File: config.mk
export PLATFORM = sky130hd
export DESIGN_NAME = led_matrix_text_scroller
export DESIGN_NICKNAME = d
export VERILOG_FILES = /design/src/rtl/lmts_pkg.sv /design/src/rtl/led_matrix_text_scroller.sv /design/src/rtl/lmts_ram.sv /design/src/rtl/lmts_shifter.sv /design/src/rtl/lmts_seq.sv
export VERILOG_INCLUDE_DIRS = /design/src /design/src/rtl
export SDC_FILE = /design/constraint.sdc
export NUM_CORES = 2
export LEC_CHECK = 0
export BUFFER_PORTS_ARGS = -buffer_cell sky130_fd_sc_hd__buf_4
export CAP_MARGIN = 30
export CORE_MARGIN = 2
export CORE_UTILIZATION = 40
export CTS_CLUSTER_SIZE = 8
export DETAILED_ROUTE_END_ITERATION = 6
export PLACE_DENSITY = 0.63
export REMOVE_ABC_BUFFERS = 1
export SLEW_MARGIN = 20
export SYNTH_ARGS = -nofsm -noshare
export SYNTH_HDL_FRONTEND = slang
export SYNTH_SLANG_ARGS = --single-unit
File: constraint.sdc
create_clock -name clk_i -period 10.11 [get_ports clk_i]
set_clock_uncertainty 0.1 [all_clocks]
set_input_delay 1.5165 -clock clk_i [delete_from_list [all_inputs] [get_ports clk_i]]
set_output_delay 1.5165 -clock clk_i [all_outputs]
set_load 0.005 [all_outputs]
File: src/rtl/assert_macros.svh
// Assertion macros used by the top level of the text scroller.
`ifndef ASSERT_MACROS_SVH
`define ASSERT_MACROS_SVH

// Property checked on every rising edge of clk_i, ignored while rst_ni is low.
`define ASSERT_RST(label, prop) \
  label: assert property (@(posedge clk_i) disable iff (!rst_ni) prop) \
    else $error("%m: assertion failed");

// Condition that must never be true outside reset.
`define ASSERT_NEVER(label, cond) \
  `ASSERT_RST(label, !(cond))

`endif

File: src/rtl/lmts_pkg.sv
// Package with the constants, types and helper functions of the text scroller.
package lmts_pkg;

  localparam int NUM_GLYPHS  = 26;
  localparam int MATRIX_SIZE = 8;
  localparam int OUT_ROWS    = 8;

  // Rows that are held and shown; rows past the matrix read as zero.
  localparam int NROWS       = (MATRIX_SIZE < OUT_ROWS) ? MATRIX_SIZE : OUT_ROWS;
  localparam int FONT_DEPTH  = NUM_GLYPHS * MATRIX_SIZE;
  localparam int FONT_AW     = $clog2(FONT_DEPTH);
  localparam int GLYPH_W     = $clog2(NUM_GLYPHS + 1);
  localparam int SHIFT_W     = $clog2(MATRIX_SIZE);
  localparam int ROW_SEL_W   = $clog2(NROWS);
  localparam int FETCH_CNT_W = $clog2(NROWS + 2);

  localparam logic [GLYPH_W-1:0] BLANK_GLYPH = GLYPH_W'(NUM_GLYPHS);
  localparam logic [7:0] ROW_MASK =
    (MATRIX_SIZE >= 8) ? 8'hFF : 8'((1 << MATRIX_SIZE) - 1);

  localparam logic [7:0]  CHAR_UPPER_A = 8'd65;
  localparam logic [7:0]  CASE_OFFSET  = 8'd32;
  localparam logic [7:0]  CHAR_LOWER_A = 8'h61;
  localparam logic [7:0]  CHAR_LOWER_Z = 8'h7A;
  localparam logic [15:0] COLOR_RESET  = 16'hFFFF;

  typedef enum logic {
    CMD_LOAD = 1'b0,
    CMD_CHAR = 1'b1
  } cmd_e;

  typedef enum logic [1:0] {
    ST_IDLE,
    ST_FETCH,
    ST_EMIT_A,
    ST_EMIT_B
  } state_e;

  typedef logic [GLYPH_W-1:0]       glyph_t;
  typedef logic [MATRIX_SIZE-1:0]   mrow_t;
  typedef logic [2*MATRIX_SIZE-1:0] pair_t;

  typedef struct packed {
    cmd_e       command;
    logic [4:0] glyph_index;
    logic [2:0] glyph_row;
    logic [7:0] row_bits;
    logic [7:0] char_code;
    logic       end_of_message;
  } in_item_t;

  typedef struct packed {
    logic [2:0]  shift;
    logic [7:0]  row_0;
    logic [7:0]  row_1;
    logic [7:0]  row_2;
    logic [7:0]  row_3;
    logic [7:0]  row_4;
    logic [7:0]  row_5;
    logic [7:0]  row_6;
    logic [7:0]  row_7;
    logic [15:0] lit_color;
    logic        last_frame;
  } out_item_t;

  // Flags of the character being scrolled.
  typedef struct packed {
    logic have_prev;
    logic eom;
  } job_t;

  // Controls from the sequencer to the row shifter.
  typedef struct packed {
    logic                 cap_en;
    logic [ROW_SEL_W-1:0] cap_row;
    logic                 load_a;
    logic                 load_b;
    logic                 step;
  } shf_ctl_t;

  // Folds a-z to upper case and maps letters to glyphs; anything else is blank.
  function automatic glyph_t glyph_of_code(input logic [7:0] code);
    logic [7:0] c;
    c = code;
    if (c inside {[CHAR_LOWER_A:CHAR_LOWER_Z]}) begin
      c = c - CASE_OFFSET;
    end
    if ((c < CHAR_UPPER_A) || (32'(c - CHAR_UPPER_A) >= NUM_GLYPHS)) begin
      return BLANK_GLYPH;
    end
    return GLYPH_W'(c - CHAR_UPPER_A);
  endfunction

endpackage

File: src/rtl/led_matrix_text_scroller.sv
// Top level of the scrolling text marquee for the LED matrix.
//
//  Channel   Direction  Handshake               Payload
//  in        input      in_valid_i/in_ready_o   in_data_i   (lmts_pkg::in_item_t)
//  out       output     out_valid_o/out_ready_i out_data_o  (lmts_pkg::out_item_t)
//  cfg       input      cfg_we_i                cfg_wdata_i (pixel colour)
//
// A load word or a character that shows nothing is taken without leaving idle. A
// character that shows frames reads its glyph rows through both font store read
// ports, one row a cycle, then gives one frame per cycle from the row shifter
// while out_ready_i is high: 8 or 16 frames.
// Reset is asynchronous; the font store is not cleared and reads undefined
// until written. A stalled frame holds, and no input word is taken until the
// last frame of the character is taken.
`include "assert_macros.svh"

module led_matrix_text_scroller (
  input  logic                clk_i,
  input  logic                rst_ni,
  input  logic                in_valid_i,
  output logic                in_ready_o,
  input  lmts_pkg::in_item_t  in_data_i,
  output logic                out_valid_o,
  input  logic                out_ready_i,
  output lmts_pkg::out_item_t out_data_o,
  input  logic                cfg_we_i,
  input  logic [15:0]         cfg_wdata_i
);

  logic [15:0]      color_q;
  lmts_pkg::glyph_t prev_glyph_q;
  logic             have_prev_q;
  lmts_pkg::glyph_t left_glyph_q;
  lmts_pkg::glyph_t cur_glyph_q;
  lmts_pkg::job_t   job_q;

  logic             in_fire;
  logic             is_char;
  logic             char_start;
  logic             font_we;
  logic [lmts_pkg::FONT_AW-1:0] font_waddr;
  logic [lmts_pkg::FONT_AW-1:0] rd_addr_left;
  logic [lmts_pkg::FONT_AW-1:0] rd_addr_cur;
  logic [7:0]       rd_left;
  logic [7:0]       rd_cur;
  lmts_pkg::glyph_t in_glyph;
  logic             left_blank;
  logic             cur_blank;

  logic [lmts_pkg::SHIFT_W-1:0]   shift;
  logic [lmts_pkg::ROW_SEL_W-1:0] rd_row;
  logic                           last_frame;
  lmts_pkg::shf_ctl_t             shf_ctl;
  logic [lmts_pkg::OUT_ROWS-1:0][7:0] rows;

  assign in_fire    = in_valid_i && in_ready_o;
  assign is_char    = (in_data_i.command == lmts_pkg::CMD_CHAR);
  assign char_start = in_fire && is_char && (have_prev_q || in_data_i.end_of_message);
  assign in_glyph   = lmts_pkg::glyph_of_code(in_data_i.char_code);

  // Loads outside the store are dropped.
  assign font_we = in_fire && !is_char &&
                   (32'(in_data_i.glyph_index) < lmts_pkg::NUM_GLYPHS) &&
                   (32'(in_data_i.glyph_row) < lmts_pkg::MATRIX_SIZE);
  assign font_waddr =
    lmts_pkg::FONT_AW'(in_data_i.glyph_index) *
    lmts_pkg::FONT_AW'(lmts_pkg::MATRIX_SIZE) +
    lmts_pkg::FONT_AW'(in_data_i.glyph_row);

  assign left_blank = (left_glyph_q == lmts_pkg::BLANK_GLYPH);
  assign cur_blank  = (cur_glyph_q == lmts_pkg::BLANK_GLYPH);

  // A blank glyph reads address zero; its rows are forced to zero on capture.
  assign rd_addr_left = left_blank ? '0 :
    lmts_pkg::FONT_AW'(left_glyph_q) * lmts_pkg::FONT_AW'(lmts_pkg::MATRIX_SIZE) +
    lmts_pkg::FONT_AW'(rd_row);
  assign rd_addr_cur = cur_blank ? '0 :
    lmts_pkg::FONT_AW'(cur_glyph_q) * lmts_pkg::FONT_AW'(lmts_pkg::MATRIX_SIZE) +
    lmts_pkg::FONT_AW'(rd_row);

  always_ff @(posedge clk_i or negedge rst_ni) begin
    if (!rst_ni) begin
      color_q      <= lmts_pkg::COLOR_RESET;
      prev_glyph_q <= lmts_pkg::BLANK_GLYPH;
      have_prev_q  <= 1'b0;
      job_q        <= '0;
    end else begin
      if (cfg_we_i) begin
        color_q <= cfg_wdata_i;
      end
      if (in_fire && is_char) begin
        job_q.have_prev <= have_prev_q;
        job_q.eom       <= in_data_i.end_of_message;
        if (in_data_i.end_of_message) begin
          prev_glyph_q <= lmts_pkg::BLANK_GLYPH;
          have_prev_q  <= 1'b0;
        end else begin
          prev_glyph_q <= in_glyph;
          have_prev_q  <= 1'b1;
        end
      end
    end
  end

  always_ff @(posedge clk_i) begin
    if (in_fire && is_char) begin
      left_glyph_q <= prev_glyph_q;
      cur_glyph_q  <= in_glyph;
    end
  end

  lmts_ram #(
    .WIDTH (8),
    .DEPTH (lmts_pkg::FONT_DEPTH)
  ) u_font (
    .clk_i     (clk_i),
    .we_i      (font_we),
    .waddr_i   (font_waddr),
    .wdata_i   (in_data_i.row_bits & lmts_pkg::ROW_MASK),
    .raddr_a_i (rd_addr_left),
    .raddr_b_i (rd_addr_cur),
    .rdata_a_o (rd_left),
    .rdata_b_o (rd_cur)
  );

  lmts_seq u_seq (
    .clk_i        (clk_i),
    .rst_ni       (rst_ni),
    .start_i      (char_start),
    .job_i        (job_q),
    .out_ready_i  (out_ready_i),
    .in_ready_o   (in_ready_o),
    .out_valid_o  (out_valid_o),
    .last_frame_o (last_frame),
    .shift_o      (shift),
    .rd_row_o     (rd_row),
    .ctl_o        (shf_ctl)
  );

  lmts_shifter u_shifter (
    .clk_i        (clk_i),
    .ctl_i        (shf_ctl),
    .left_blank_i (left_blank),
    .cur_blank_i  (cur_blank),
    .rd_left_i    (rd_left),
    .rd_cur_i     (rd_cur),
    .rows_o       (rows)
  );

  always_comb begin
    out_data_o            = '0;
    out_data_o.shift      = 3'(shift);
    out_data_o.row_0      = rows[0];
    out_data_o.row_1      = rows[1];
    out_data_o.row_2      = rows[2];
    out_data_o.row_3      = rows[3];
    out_data_o.row_4      = rows[4];
    out_data_o.row_5      = rows[5];
    out_data_o.row_6      = rows[6];
    out_data_o.row_7      = rows[7];
    out_data_o.lit_color  = color_q;
    out_data_o.last_frame = last_frame;
  end

  // The block never takes a word while a frame is on offer.
  `ASSERT_NEVER(a_ready_while_frame, in_ready_o && out_valid_o)
  // The final frame of a character hands control straight back to the input.
  `ASSERT_RST(a_last_frees_input,
    out_valid_o && out_ready_i && out_data_o.last_frame |=> in_ready_o)
  // Any frame that is not the last is followed by another one at once.
  `ASSERT_RST(a_frames_continue,
    out_valid_o && out_ready_i && !out_data_o.last_frame |=> out_valid_o)
  // A first character that does not end its message shows nothing.
  `ASSERT_RST(a_silent_first_char,
    in_valid_i && in_ready_o && (in_data_i.command == lmts_pkg::CMD_CHAR) &&
    !have_prev_q && !in_data_i.end_of_message |=> in_ready_o)

endmodule

File: src/rtl/lmts_ram.sv
// Generic RAM with one write port and two registered read ports.
module lmts_ram #(
  parameter int WIDTH = 8,
  parameter int DEPTH = 208,
  localparam int AW = $clog2(DEPTH)
) (
  input  logic             clk_i,
  input  logic             we_i,
  input  logic [AW-1:0]    waddr_i,
  input  logic [WIDTH-1:0] wdata_i,
  input  logic [AW-1:0]    raddr_a_i,
  input  logic [AW-1:0]    raddr_b_i,
  output logic [WIDTH-1:0] rdata_a_o,
  output logic [WIDTH-1:0] rdata_b_o
);

  logic [WIDTH-1:0] mem_q [DEPTH];

  always_ff @(posedge clk_i) begin
    if (we_i) begin
      mem_q[waddr_i] <= wdata_i;
    end
    rdata_a_o <= mem_q[raddr_a_i];
    rdata_b_o <= mem_q[raddr_b_i];
  end

endmodule

File: src/rtl/lmts_shifter.sv
// Row registers and the per-row one-column shifters that build each frame.
module lmts_shifter (
  input  logic                           clk_i,
  input  lmts_pkg::shf_ctl_t             ctl_i,
  input  logic                           left_blank_i,
  input  logic                           cur_blank_i,
  input  logic [7:0]                     rd_left_i,
  input  logic [7:0]                     rd_cur_i,
  output logic [lmts_pkg::OUT_ROWS-1:0][7:0] rows_o
);

  lmts_pkg::mrow_t left_q [lmts_pkg::NROWS];
  lmts_pkg::mrow_t cur_q  [lmts_pkg::NROWS];
  lmts_pkg::pair_t pair_q [lmts_pkg::NROWS];

  always_ff @(posedge clk_i) begin
    if (ctl_i.cap_en) begin
      left_q[ctl_i.cap_row] <= left_blank_i ? '0 : lmts_pkg::mrow_t'(rd_left_i);
      cur_q[ctl_i.cap_row]  <= cur_blank_i  ? '0 : lmts_pkg::mrow_t'(rd_cur_i);
    end
    // The pair holds the right glyph above the left one; each frame moves
    // the window one column further right.
    for (int r = 0; r < lmts_pkg::NROWS; r++) begin
      if (ctl_i.load_a) begin
        pair_q[r] <= {cur_q[r], left_q[r]};
      end else if (ctl_i.load_b) begin
        pair_q[r] <= {lmts_pkg::mrow_t'(0), cur_q[r]};
      end else if (ctl_i.step) begin
        pair_q[r] <= pair_q[r] >> 1;
      end
    end
  end

  for (genvar r = 0; r < lmts_pkg::OUT_ROWS; r++) begin : g_rows
    if (r < lmts_pkg::NROWS) begin : g_shown
      assign rows_o[r] = 8'(pair_q[r][lmts_pkg::MATRIX_SIZE-1:0]);
    end else begin : g_blank
      assign rows_o[r] = '0;
    end
  end

endmodule

File: src/rtl/lmts_seq.sv
// Sequencer: fetches glyph rows from the font store and steps through frames.
module lmts_seq (
  input  logic                             clk_i,
  input  logic                             rst_ni,
  input  logic                             start_i,
  input  lmts_pkg::job_t                   job_i,
  input  logic                             out_ready_i,
  output logic                             in_ready_o,
  output logic                             out_valid_o,
  output logic                             last_frame_o,
  output logic [lmts_pkg::SHIFT_W-1:0]     shift_o,
  output logic [lmts_pkg::ROW_SEL_W-1:0]   rd_row_o,
  output lmts_pkg::shf_ctl_t               ctl_o
);

  lmts_pkg::state_e state_q, state_d;
  logic [lmts_pkg::FETCH_CNT_W-1:0] fetch_cnt_q, fetch_cnt_d;
  logic [lmts_pkg::SHIFT_W-1:0]     shift_q, shift_d;
  logic                             cap_en_q, cap_en_d;
  logic [lmts_pkg::ROW_SEL_W-1:0]   cap_row_q, cap_row_d;

  logic rd_issue;
  logic fetch_done;
  logic shift_last;
  logic out_fire;

  // The last row read is registered by the font store and lands in the cycle after
  // its address, so the fetch runs two counts past the final read address.
  assign rd_issue   = (state_q == lmts_pkg::ST_FETCH) &&
                      (fetch_cnt_q < lmts_pkg::FETCH_CNT_W'(lmts_pkg::NROWS));
  assign fetch_done = (state_q == lmts_pkg::ST_FETCH) &&
                      (fetch_cnt_q == lmts_pkg::FETCH_CNT_W'(lmts_pkg::NROWS + 1));
  assign shift_last = (shift_q == lmts_pkg::SHIFT_W'(lmts_pkg::MATRIX_SIZE - 1));
  assign out_fire   = out_valid_o && out_ready_i;
  assign rd_row_o   = fetch_cnt_q[lmts_pkg::ROW_SEL_W-1:0];

  always_comb begin
    state_d = state_q;
    case (state_q)
      lmts_pkg::ST_IDLE: begin
        if (start_i) begin
          state_d = lmts_pkg::ST_FETCH;
        end
      end
      lmts_pkg::ST_FETCH: begin
        if (fetch_done) begin
          state_d = job_i.have_prev ? lmts_pkg::ST_EMIT_A : lmts_pkg::ST_EMIT_B;
        end
      end
      lmts_pkg::ST_EMIT_A: begin
        if (out_fire && shift_last) begin
          state_d = job_i.eom ? lmts_pkg::ST_EMIT_B : lmts_pkg::ST_IDLE;
        end
      end
      lmts_pkg::ST_EMIT_B: begin
        if (out_fire && shift_last) begin
          state_d = lmts_pkg::ST_IDLE;
        end
      end
      default: state_d = lmts_pkg::ST_IDLE;
    endcase
  end

  always_comb begin
    in_ready_o    = 1'b0;
    out_valid_o   = 1'b0;
    last_frame_o  = 1'b0;
    ctl_o         = '0;
    ctl_o.cap_en  = cap_en_q;
    ctl_o.cap_row = cap_row_q;
    case (state_q)
      lmts_pkg::ST_IDLE: begin
        in_ready_o = 1'b1;
      end
      lmts_pkg::ST_FETCH: begin
        ctl_o.load_a = fetch_done && job_i.have_prev;
        ctl_o.load_b = fetch_done && !job_i.have_prev;
      end
      lmts_pkg::ST_EMIT_A: begin
        out_valid_o  = 1'b1;
        last_frame_o = shift_last && !job_i.eom;
        ctl_o.load_b = out_fire && shift_last && job_i.eom;
        ctl_o.step   = out_fire && !shift_last;
      end
      lmts_pkg::ST_EMIT_B: begin
        out_valid_o  = 1'b1;
        last_frame_o = shift_last;
        ctl_o.step   = out_fire && !shift_last;
      end
      default: begin
        in_ready_o = 1'b0;
      end
    endcase
  end

  always_comb begin
    fetch_cnt_d = fetch_cnt_q;
    shift_d     = shift_q;
    cap_en_d    = rd_issue;
    cap_row_d   = rd_row_o;
    if (state_q == lmts_pkg::ST_IDLE) begin
      fetch_cnt_d = '0;
    end else if ((state_q == lmts_pkg::ST_FETCH) && !fetch_done) begin
      fetch_cnt_d = fetch_cnt_q + 1'b1;
    end
    if (ctl_o.load_a || ctl_o.load_b) begin
      shift_d = '0;
    end else if (ctl_o.step) begin
      shift_d = shift_q + 1'b1;
    end
  end

  assign shift_o = shift_q;

  always_ff @(posedge clk_i or negedge rst_ni) begin
    if (!rst_ni) begin
      state_q     <= lmts_pkg::ST_IDLE;
      fetch_cnt_q <= '0;
      shift_q     <= '0;
      cap_en_q    <= 1'b0;
      cap_row_q   <= '0;
    end else begin
      state_q     <= state_d;
      fetch_cnt_q <= fetch_cnt_d;
      shift_q     <= shift_d;
      cap_en_q    <= cap_en_d;
      cap_row_q   <= cap_row_d;
    end
  end

endmodule
==> qor.yml <==
post_cts_resized: 0
clock_power_share_pct: 32.5
p_seq_share_pct: 36.6
synth-edff-count: 1929
setup_tns_ns: 0
fp.dieW_microns: 473
ir_worst_vdd_uv: 234
hold_depth: 1
dr.pass1.iters: 7
critical_path.slowest_cell: "a221oi_1"
start_util_pct: 40.2
wl_per_cell_microns: 33.0
critPathTopFamily: "compound AO/OA/AOI/OAI gates"
synthCells: 6292
period_share_pct: 51.1
power_density_nw_per_um2: 270
rows: 172
drt_iter0_markers: 10300
fin_util_pct: 45.4
clk_pin_slew_ns: 0.05
io_buffers: 132
yosys.area_share.simple_pct: 7.08
synth_adder_area_share_pct: 0.185
cp_slowest_stage_delay_ns: 0.96
power_leakage_nw: 32.6
first_global_vias: 57200
hold_class: "reg2reg"
ios: 133
synth_top_family_by_area: "compound AO/OA/AOI/OAI gates"
grt_pass1_wl_microns: 430000
power_w: 0.0269
dieArea_sq_um: 224000
final_nets: 6416
start_kind: "flop"
die_h_microns: 473
reg2reg_from: "left_glyph_q[3]"
synth_seq_cells: 1983
max_cap_viol_count: 0
multi_input_area_sq_um: 25900
final_layout_size_suffix_gt1_share_pct: 15.2
totalWireLength_microns: 307000
viasPerCell: 6.51
cts_hold_buf: 0
ys_seq_area_share_pct: 67.3
worstPathMaxFanout: 71
yosysUniqueCellTypes: 97
p_sw_share_pct: 34.7
regArea_sq_um: 59200
combinationalPowerShare_pct: 30.9
final.min_clock_period_ns: 5.16
worstHoldEndpoint: "u_seq.cap_en_q"
gp_congestion: 1.03
grt_remaining_overflow: 0
synth_xor_area_share_pct: 0.0697
fmax_ghz: 0.194
crit_required_ns: 10.75
numClockSinks: 1983
rsz0062_at_grt: "false"
nFillCells: 18900
whs_ns: 0.376
cp_cell_sequence: "and4b_1 -> buf_4 -> nand2_8 -> buf_4 -> mux2i_1 -> a21oi_1 -> a211oi_1 -> a31oi_1 -> a221oi_1 -> o22ai_1"
cp_num_buf_inv: 2
crit-reg2reg-capture: "u_font.rdata_a_o[1]"
critical_path_arrival_ns: 5.81
synth_area_sq_um: 88000
post_cts_buffers: 0
p_sw_w: 0.00933
setup_viol: 0
rr_worst_depth: 10
relSlewSlack_pct: 24.9
placed_cells: 8912
synth-compound-area-share_pct: 12.8
p_int_w: 0.0175
remaining_drc_errors: 0
vias: 60600
ys_async_sr_fraction_pct: 1.87
critPathMostFrequentCell: "buf_4"
yosysWarningCount: 0
antenna_found_initial: 17
dp_hpwl_microns: 190000
min_from: "u_seq.fetch_cnt_q[3]"
clock_latency_ns: 0.92
worstSetupPathType: "reg2reg"
cts_tree: "done"
root_buffer: "clkbuf_16"
cts_made_buffers: 298
core_area_sq_um: 219000
r2r_slack_ns: 4.95
final_max_slew_viol_count: 0
status: "finished, final reports clean"
hold_violations: 0
grt_max_degree: 153
end_kind: "flop"
layout.cells.non_filler: 9308
ys.flop_type: "edfxtp_1"
cts.htree.levels: 5
area_growth_pct: 13.0
tightest_slew_ns: 1.12
clockBufferDepth: 4
syn_avg_cell_area_sq_um: 14.0
synthMuxAreaShare_pct: 9.03
grt_usage_pct: 26.6
antenna_left: 0
==> synth_stat cells, types with 24 or more instances <==
master,n,area [sq um]
a22oi_1,88,661
o22ai_1,225,1410
a21oi_1,473,2370
a221oi_1,48,420
a221o_1,33,330
nor3_1,47,235
nand2_1,617,2320
nand3_1,98,490
nor2_1,514,1930
a211oi_1,89,668
nor2b_1,24,150
o21ai_0,250,1250
buf_6,24,270
o211ai_1,71,533
buf_4,154,1160
a211o_1,47,412
mux2i_1,300,3000
o22a_1,38,333
mux2_2,79,890
and2_1,35,219
buf_2,176,881
a31oi_1,57,357
clkbuf_1,164,616
o221ai_1,72,631
mux4_2,180,4050
buf_1,25,93.8
edfxtp_1,1929,57900
==> metrics by stage <==
step,worst slack (ns),instance area [sq um]
floorplan,-16.45,85000
global placement,4.83,91000
detailed placement,4.98,91200
CTS,5.13,99200
global route,5.01,99400
finish,4.95,99500
==> final cells by class <==
type                            count  area share (%)
Antenna cell                        7          0.0176
Clock buffer                      363            7.89
Clock inverter                     11           0.121
Inverter                           25           0.101
Multi-Input combinational cell   3741            26.0
Sequential cell                  1983            59.6
Tap cell                         2871            3.61
Timing Repair Buffer              307            2.68
==> sequential cells by signal, summed over array words and instances, names as in the netlist, 3 cells and up <==
signal             flops
u_font.mem_q        1664
u_shifter.pair_q     128
u_shifter.cur_q       64
u_shifter.left_q      64
color_q               16
u_font.rdata_a_o       8
u_font.rdata_b_o       8
cur_glyph_q            5
left_glyph_q           5
prev_glyph_q           5
u_seq.fetch_cnt_q      4
u_seq.cap_row_q        3
u_seq.shift_o          3
==> worst max-delay path by stage <==
stage                          end                 start  slack, ns  cells after the start
2_1_floorplan  u_font.rdata_b_o[4]  u_seq.fetch_cnt_q[2]     -16.45                      7
3_3_place_gp    u_font.mem_q[2][2]         in_data_i[22]       4.83                      4
3_5_place_dp   u_font.mem_q[56][0]            in_valid_i       4.98                      6
4_1_cts        u_font.rdata_b_o[5]        cur_glyph_q[2]       5.13                     10
5_1_grt        u_font.rdata_a_o[1]       left_glyph_q[3]       5.01                     10
6_report       u_font.rdata_a_o[1]       left_glyph_q[3]       4.95                     10
==> power groups by stage <==
stage | Clock (W) | Combinational, W | Sequential, W
6_report | 0.00874 | 0.00830 | 0.00984
5_1_grt | 0.00914 | 0.00856 | 0.00985
4_1_cts | 0.00882 | 0.00799 | 0.00983
3_5_place_dp | 0 | 0.00796 | 0.00998
3_3_place_gp | 0 | 0.00789 | 0.00998
2_1_floorplan | 0 | 0.00586 | 0.0104
==> cells by family after synthesis <==
kind of cell | Yosys count
flops | 1983
compound gates | 1702
simple gates | 1460
buf+inv | 568
mux | 559
fa+ha+maj | 13
xor+xnor | 7
==> per-layer routing <==
layer | vias to the layer above | track usage, % | part of all wire (%)
li1 | 24800 | - | -
met2 | 4590 | 39.8 | 44
met5 | - | 0 | 0.032
met4 | 16 | 13.5 | 6.0
met3 | 961 | 7.20 | 12
met1 | 30300 | 35.7 | 38
==> worst reg2reg max path: cells and delay by family (launching register included) <==
kind	cells	cell delay (ns)
flops	1	0.88
mux	1	0.32
compound gates	5	1.61
buf+inv	2	1.02
simple gates	2	1.07
==> layout by cell type (no fill, tap or decap), types with 12 or more instances in the layout <==
| cell | Yosys | routed |
|---|---|---|
| o22ai_1 | 225 | 225 |
| dfrtp_1 | 18 | 15 |
| mux4_2 | 180 | 180 |
| nand2b_1 | 23 | 23 |
| nor3_1 | 47 | 45 |
| clkbuf_16 | 0 | 305 |
| inv_1 | 23 | 20 |
| a21oi_1 | 473 | 470 |
| nand2_1 | 617 | 611 |
| o22a_1 | 38 | 38 |
| nand3_1 | 98 | 94 |
| a31oi_1 | 57 | 57 |
| o31ai_1 | 14 | 12 |
| nand4_1 | 17 | 17 |
| o21ai_0 | 250 | 248 |
| o311a_1 | 12 | 12 |
| ha_1 | 13 | 13 |
| dfxtp_1 | 17 | 17 |
| a221o_1 | 33 | 33 |
| a22oi_1 | 88 | 88 |
| nor2b_1 | 24 | 24 |
| edfxtp_1 | 1929 | 1929 |
| clkbuf_1 | 164 | 58 |
| buf_4 | 154 | 269 |
| mux2_2 | 79 | 79 |
| buf_12 | 0 | 13 |
| a211o_1 | 47 | 47 |
| mux2i_1 | 300 | 300 |
| a22o_1 | 17 | 17 |
| a311oi_1 | 18 | 18 |
| o221ai_1 | 72 | 72 |
| dfstp_2 | 19 | 19 |
| a221oi_1 | 48 | 48 |
| and3_1 | 19 | 18 |
| nor2_1 | 514 | 508 |
| and2_1 | 35 | 35 |
| o211ai_1 | 71 | 71 |
| or3_1 | 15 | 14 |
| a32oi_1 | 13 | 13 |
| a211oi_1 | 89 | 89 |
Power figures use the tool's default switching activity.
